**src/rtl/gcnms_pkg.sv**
```systemverilog
// ----------------------------------------------------------------------------
// gcnms_pkg
// Types and constants for the greedy class-aware NMS block.
// ----------------------------------------------------------------------------
package gcnms_pkg;

	localparam int MAX_BOXES = 64;
	localparam int IDX_W = $clog2(MAX_BOXES);
	localparam int CNT_W = $clog2(MAX_BOXES + 1);
	localparam logic [15:0] THR_RESET = 16'd29491;

	typedef struct packed {
		logic [3:0] class_id;
		logic [15:0] score;
		logic signed [15:0] left;
		logic signed [15:0] top;
		logic signed [15:0] right;
		logic signed [15:0] bottom;
		logic last_box;
	} box_in_t;

	typedef struct packed {
		logic [3:0] kept_class;
		logic [15:0] kept_score;
		logic signed [15:0] kept_left;
		logic signed [15:0] kept_top;
		logic signed [15:0] kept_right;
		logic signed [15:0] kept_bottom;
		logic none_kept;
		logic overflow;
		logic last_result;
	} box_out_t;

	typedef struct packed {
		logic [3:0] cls;
		logic [15:0] score;
		logic [63:0] coord;
	} entry_t;

	localparam int ENTRY_W = $bits(entry_t);

	typedef enum logic [4:0] {
		ST_LOAD,
		ST_SORT_RD,
		ST_SORT_CUR,
		ST_SORT_CMP,
		ST_SORT_PIDX,
		ST_SORT_PSC,
		ST_OUTER_RD,
		ST_OUTER_IDX,
		ST_OUTER_CHK,
		ST_INNER_RD,
		ST_INNER_IDX,
		ST_INNER_GEO,
		ST_INNER_MUL,
		ST_INNER_UNI,
		ST_INNER_CMP,
		ST_EMIT,
		ST_EMPTY
	} state_t;

	// controller -> datapath
	typedef struct packed {
		logic store;
		logic clear;
		logic sort_init;
		logic sort_rd_cur;
		logic sort_load_cur;
		logic sort_rd_prev;
		logic sort_prev_idx;
		logic sort_shift;
		logic sort_place;
		logic outer_init;
		logic outer_rd;
		logic outer_latch;
		logic outer_chk;
		logic outer_next;
		logic inner_init;
		logic inner_rd;
		logic inner_latch;
		logic inner_geo;
		logic inner_mul;
		logic inner_uni;
		logic inner_cmp;
		logic inner_next;
		logic emit;
		logic emit_empty;
	} cmd_t;

	// datapath -> controller
	typedef struct packed {
		logic full;
		logic sort_done;
		logic sort_stop;
		logic sort_less;
		logic outer_done;
		logic a_supp;
		logic inner_done;
		logic any_kept;
	} stat_t;

endpackage

```
**src/rtl/gcnms_ctrl.sv**
```systemverilog
// ----------------------------------------------------------------------------
// gcnms_ctrl
// Controller: load, sort, greedy walk and emission sequencing.
// ----------------------------------------------------------------------------
module gcnms_ctrl (
	input  logic clk,
	input  logic arst_n,
	input  logic start,
	input  logic last_box,
	input  gcnms_pkg::stat_t stat,
	output gcnms_pkg::cmd_t cmd,
	output logic busy
);
	gcnms_pkg::state_t state_q, state_d;

	always_ff @(posedge clk or negedge arst_n) begin
		if (!arst_n) begin
			state_q <= gcnms_pkg::ST_LOAD;
		end else begin
			state_q <= state_d;
		end
	end

	always_comb begin
		cmd = '0;
		state_d = state_q;
		busy = state_q != gcnms_pkg::ST_LOAD;
		unique case (state_q)
			gcnms_pkg::ST_LOAD: begin
				if (start) begin
					cmd.store = 1'b1;
					if (last_box) begin
						cmd.sort_init = 1'b1;
						state_d = gcnms_pkg::ST_SORT_RD;
					end
				end
			end
			gcnms_pkg::ST_SORT_RD: begin
				if (stat.sort_done) begin
					cmd.outer_init = 1'b1;
					state_d = gcnms_pkg::ST_OUTER_RD;
				end else begin
					cmd.sort_rd_cur = 1'b1;
					state_d = gcnms_pkg::ST_SORT_CUR;
				end
			end
			gcnms_pkg::ST_SORT_CUR: begin
				cmd.sort_load_cur = 1'b1;
				state_d = gcnms_pkg::ST_SORT_CMP;
			end
			gcnms_pkg::ST_SORT_CMP: begin
				if (stat.sort_stop) begin
					cmd.sort_place = 1'b1;
					state_d = gcnms_pkg::ST_SORT_RD;
				end else begin
					cmd.sort_rd_prev = 1'b1;
					state_d = gcnms_pkg::ST_SORT_PIDX;
				end
			end
			gcnms_pkg::ST_SORT_PIDX: begin
				cmd.sort_prev_idx = 1'b1;
				state_d = gcnms_pkg::ST_SORT_PSC;
			end
			gcnms_pkg::ST_SORT_PSC: begin
				if (stat.sort_less) begin
					cmd.sort_shift = 1'b1;
					state_d = gcnms_pkg::ST_SORT_CMP;
				end else begin
					cmd.sort_place = 1'b1;
					state_d = gcnms_pkg::ST_SORT_RD;
				end
			end
			gcnms_pkg::ST_OUTER_RD: begin
				if (stat.outer_done) begin
					if (stat.any_kept) begin
						cmd.clear = 1'b1;
						state_d = gcnms_pkg::ST_LOAD;
					end else begin
						state_d = gcnms_pkg::ST_EMPTY;
					end
				end else begin
					cmd.outer_rd = 1'b1;
					state_d = gcnms_pkg::ST_OUTER_IDX;
				end
			end
			gcnms_pkg::ST_OUTER_IDX: begin
				cmd.outer_latch = 1'b1;
				state_d = gcnms_pkg::ST_OUTER_CHK;
			end
			gcnms_pkg::ST_OUTER_CHK: begin
				cmd.outer_chk = 1'b1;
				if (stat.a_supp) begin
					cmd.outer_next = 1'b1;
					state_d = gcnms_pkg::ST_OUTER_RD;
				end else begin
					cmd.inner_init = 1'b1;
					state_d = gcnms_pkg::ST_INNER_RD;
				end
			end
			gcnms_pkg::ST_INNER_RD: begin
				if (stat.inner_done) begin
					state_d = gcnms_pkg::ST_EMIT;
				end else begin
					cmd.inner_rd = 1'b1;
					state_d = gcnms_pkg::ST_INNER_IDX;
				end
			end
			gcnms_pkg::ST_INNER_IDX: begin
				cmd.inner_latch = 1'b1;
				state_d = gcnms_pkg::ST_INNER_GEO;
			end
			gcnms_pkg::ST_INNER_GEO: begin
				cmd.inner_geo = 1'b1;
				state_d = gcnms_pkg::ST_INNER_MUL;
			end
			gcnms_pkg::ST_INNER_MUL: begin
				cmd.inner_mul = 1'b1;
				state_d = gcnms_pkg::ST_INNER_UNI;
			end
			gcnms_pkg::ST_INNER_UNI: begin
				cmd.inner_uni = 1'b1;
				state_d = gcnms_pkg::ST_INNER_CMP;
			end
			gcnms_pkg::ST_INNER_CMP: begin
				cmd.inner_cmp = 1'b1;
				cmd.inner_next = 1'b1;
				state_d = gcnms_pkg::ST_INNER_RD;
			end
			gcnms_pkg::ST_EMIT: begin
				cmd.emit = 1'b1;
				cmd.outer_next = 1'b1;
				state_d = gcnms_pkg::ST_OUTER_RD;
			end
			gcnms_pkg::ST_EMPTY: begin
				cmd.emit_empty = 1'b1;
				cmd.clear = 1'b1;
				state_d = gcnms_pkg::ST_LOAD;
			end
			default: state_d = gcnms_pkg::ST_LOAD;
		endcase
	end
endmodule

```
**config.mk**
```make
export PLATFORM = sky130hd
export DESIGN_NAME = gcnms_ctrl
export DESIGN_NICKNAME = d
export VERILOG_FILES = /design/src/rtl/gcnms_pkg.sv /design/src/rtl/gcnms_ctrl.sv
export SDC_FILE = /design/constraint.sdc
export NUM_CORES = 1
export LEC_CHECK = 0
export ABC_AREA = 0
export ABC_CLOCK_PERIOD_IN_PS = 2200
export BUFFER_PORTS_ARGS = -buffer_cell sky130_fd_sc_hd__buf_2
export CAP_MARGIN = 20
export CORE_MARGIN = 4
export CORE_UTILIZATION = 41
export CTS_CLUSTER_DIAMETER = 60
export DETAILED_ROUTE_END_ITERATION = 6
export HOLD_SLACK_MARGIN = 0.12
export PLACE_DENSITY = 0.89
export SYNTH_ARGS = -nofsm -noshare
export SYNTH_HDL_FRONTEND = slang
export SYNTH_SLANG_ARGS = --single-unit
```
**constraint.sdc**
```tcl
create_clock -name clk -period 2.2 [get_ports clk]
set_input_delay 0.66 -clock clk [delete_from_list [all_inputs] [get_ports clk]]
set_output_delay 0.66 -clock clk [all_outputs]
set_load 0.005 [all_outputs]
```
==> results.cfg <==
[outcome]
status = finished, violations left
violations = negative setup slack

[power_and_ir_drop]
vdd_ir_drop_max_v = 0.000887
p_per_area_nw_per_um2 = 1310
p_leak_uw = 0.000493

[cells_and_area]
reg_top3 = state_q x5
multiInputGateArea_um2 = 463
regArea_um2 = 125
n_antenna_cell = 0
top_register = state_q
fillers = 113
largest_reg_flops = 5
drive_above_1_share_pct = 45.8
layout.nets = 144
fin_util_pct = 68.8
syn_to_final_growth_pct = 55.4

[floorplan]
start_util_pct = 44.3
dieArea_um2 = 2090
io_pins = 37
die_w_um = 45.7
row_count = 13
die_y_um = 45.7
core_area_um2 = 1320

[placement]
pre_cts_ws_ns = 0.0922
numPortBuffers = 35
hpwl_um = 1430
gp_congestion = 0.839

[yosys]
synthTopCellsByArea = dfrtp_1 (21%), nor2_1 (8.4%), nand2_1 (6.4%), nand2b_1 (6.4%), nor3_1 (6.0%)
yosys-top-cells-count = nor2_1 (13), nand2_1 (10), nor3_1 (7)
ys_seq_area_share_pct = 21.5
synth_compound_area_share_pct = 22.3
synth_top_area_share_pct = 21.5
synth_top_area_cell = dfrtp_1
syn_nets = 100
netlist_instances = 88
ys_seq_elements = 5
synth_most_common_cell = nor2_1
synth_xor_area_share_pct = 1.50
synth_ff_type = dfrtp_1
async_flop_share_pct = 100
synth_top_family_by_area = simple AND/OR/NAND/NOR gates
synth_area_um2 = 583
synth_edf_count = 0
synth_adder_area_share_pct = 0
yosys_warnings = 0
synth_cell_types = 30
synth_mux_area_share_pct = 0
synth-simple-area-share_pct = 47.0
syn_avg_cell_area_um2 = 6.63

[grt]
antenna_found_initial = 0
grt_pass1_wl_um = 2940
top_usage_layer = met2
grt_overflow = 0
grt_pass1_vias = 700
grtUsageTotal_pct = 19.6
met1_usage_pct = 22.9
use_met3_pct = 4.74
grt_use_met2_pct = 32.9
grt_max_degree = 17

[sta]
final-setup-viol-count = 3
rsz0062_at_grt = true
slew_viol_final = 0
period_needed_ns = 2.27
period_share_pct = 103
worst_slack_ns = -0.0719
final_hold_viol_count = 0
skew_ns = 0.00873
worst_pin_slew_ns = 0.289
slew_headroom_pct = 80.4
max_freq_ghz = 0.440

[cts]
cts_htree_levels = 1
cts_tree = yes
cts_buffer_depth = 2
cts_sinks = 5
clk_latency_ns = 0.26
clkTransAtPathRegs_ns = 0.05
cts_made_buffers = 3
clockRootBuffer = clkbuf_4

[critical_path]
cp_cell_sequence = or3_4, nor3b_4, buf_4, nor2b_4, buf_2
start_kind = register
timing.rr.start = state_q[1]
critPathLaunch = state_q[0]
rrSetupSlack_ns = 0.46
crit_type = reg -> out
reg2reg_to = state_q[0]
critPathMaxFanout = 2
slowest_delay_ns = 0.41
r2r_cells = 5
slowest_stage = or3_4
critPathRequiredTime_ns = 1.54
critPathArrivalTime_ns = 1.61
cp-end-kind = output pin

[routing]
routedWlPerCell_um = 14.1
drc = 0
drtIter0Drc = 29
firstDrtPassIters = 5
routed_wl_um = 2050
vias_per_cell = 5.60
antenna_left = 0
via_count = 818

[worst_hold_path]
hold_path_class = in -> async

[flow_run]
max_cap_viol_count = 0
==> worst max-delay path: cells and delay by family, from the launching register on <==
kind	cells	cell delay [ns]
AND/OR/NAND/NOR	3	0.73
flip-flops	1	0.38
buffers and inverters	2	0.25
==> layer usage <==
layer | part of all wire, % | wire length (um)
met4 | 1.2 | 25
met5 | 0 | 0
met3 | 7.3 | 150
met1 | 38 | 772
met2 | 54 | 1110
==> cells in the final DEF (no fill, tap or decap), types with 2 or more instances in the layout <==
cell / count
and3_1: 2
clkbuf_4: 3
nor2b_1: 3
o22ai_1: 2
buf_4: 9
dfrtp_1: 5
nand2_1: 9
nor3b_1: 2
a21oi_1: 5
or3_4: 2
inv_1: 4
nor2_1: 13
o21ai_0: 4
nor3_1: 4
nor3_2: 2
nand2b_1: 5
buf_2: 35
==> final cells by class <==
cell class | instances | area share [%]
Inverter | 5 | 2.07
Clock buffer | 4 | 2.90
Multi-Input combinational cell | 72 | 51.1
Sequential cell | 5 | 13.8
Tap cell | 15 | 2.07
Timing Repair Buffer | 45 | 28.0
==> metrics by stage <==
stage | setup TNS [ns] | hold slack (ns) | power, uW | instance area [um2] | cells
final | -0.175 | 0.209 | 1190 | 906 | 146
after global routing | -0.434 | 0.218 | 1280 | 906 | 146
after CTS | -0.0836 | 0.215 | 1090 | 855 | 145
after detailed placement | 0 | 0.483 | 926 | 796 | 138
after global placement | 0 | 0.476 | 899 | 796 | 138
after floorplan | 0 | 0.364 | 681 | 583 | 88
==> timing repair <==
item                                    in CTS  in global routing
gates cloned                                 0                  0
pin swaps                                    2                  7
resized for setup                            3                  9
endpoints found under the setup margin       6                 14
hold buffers                                 0                  0
setup buffers                                3                  2
==> power by group <==
group	switching [uW]	internal, uW
clock	46.7	69.1
sequential	27.8	131
combinational	496	417
total	571	617
==> worst max path at each step <==
stage / end / slack [ns] / cells past startpoint
after floorplan: cmd[10] / 0.19 / 4
after global placement: cmd[10] / 0.11 / 5
after detailed placement: cmd[10] / 0.09 / 5
after CTS: cmd[10] / -0.06 / 5
after global routing: cmd[10] / -0.14 / 5
final: cmd[9] / -0.07 / 5
==> cells by family (layout without fill, tap and decap cells) <==
family / count (synthesis) / after routing
compound gates: 19 / 19
xor+xnor: 1 / 1
buf+inv: 11 / 54
flops: 5 / 5
simple gates: 52 / 52
Power figures use the tool's default switching activity.
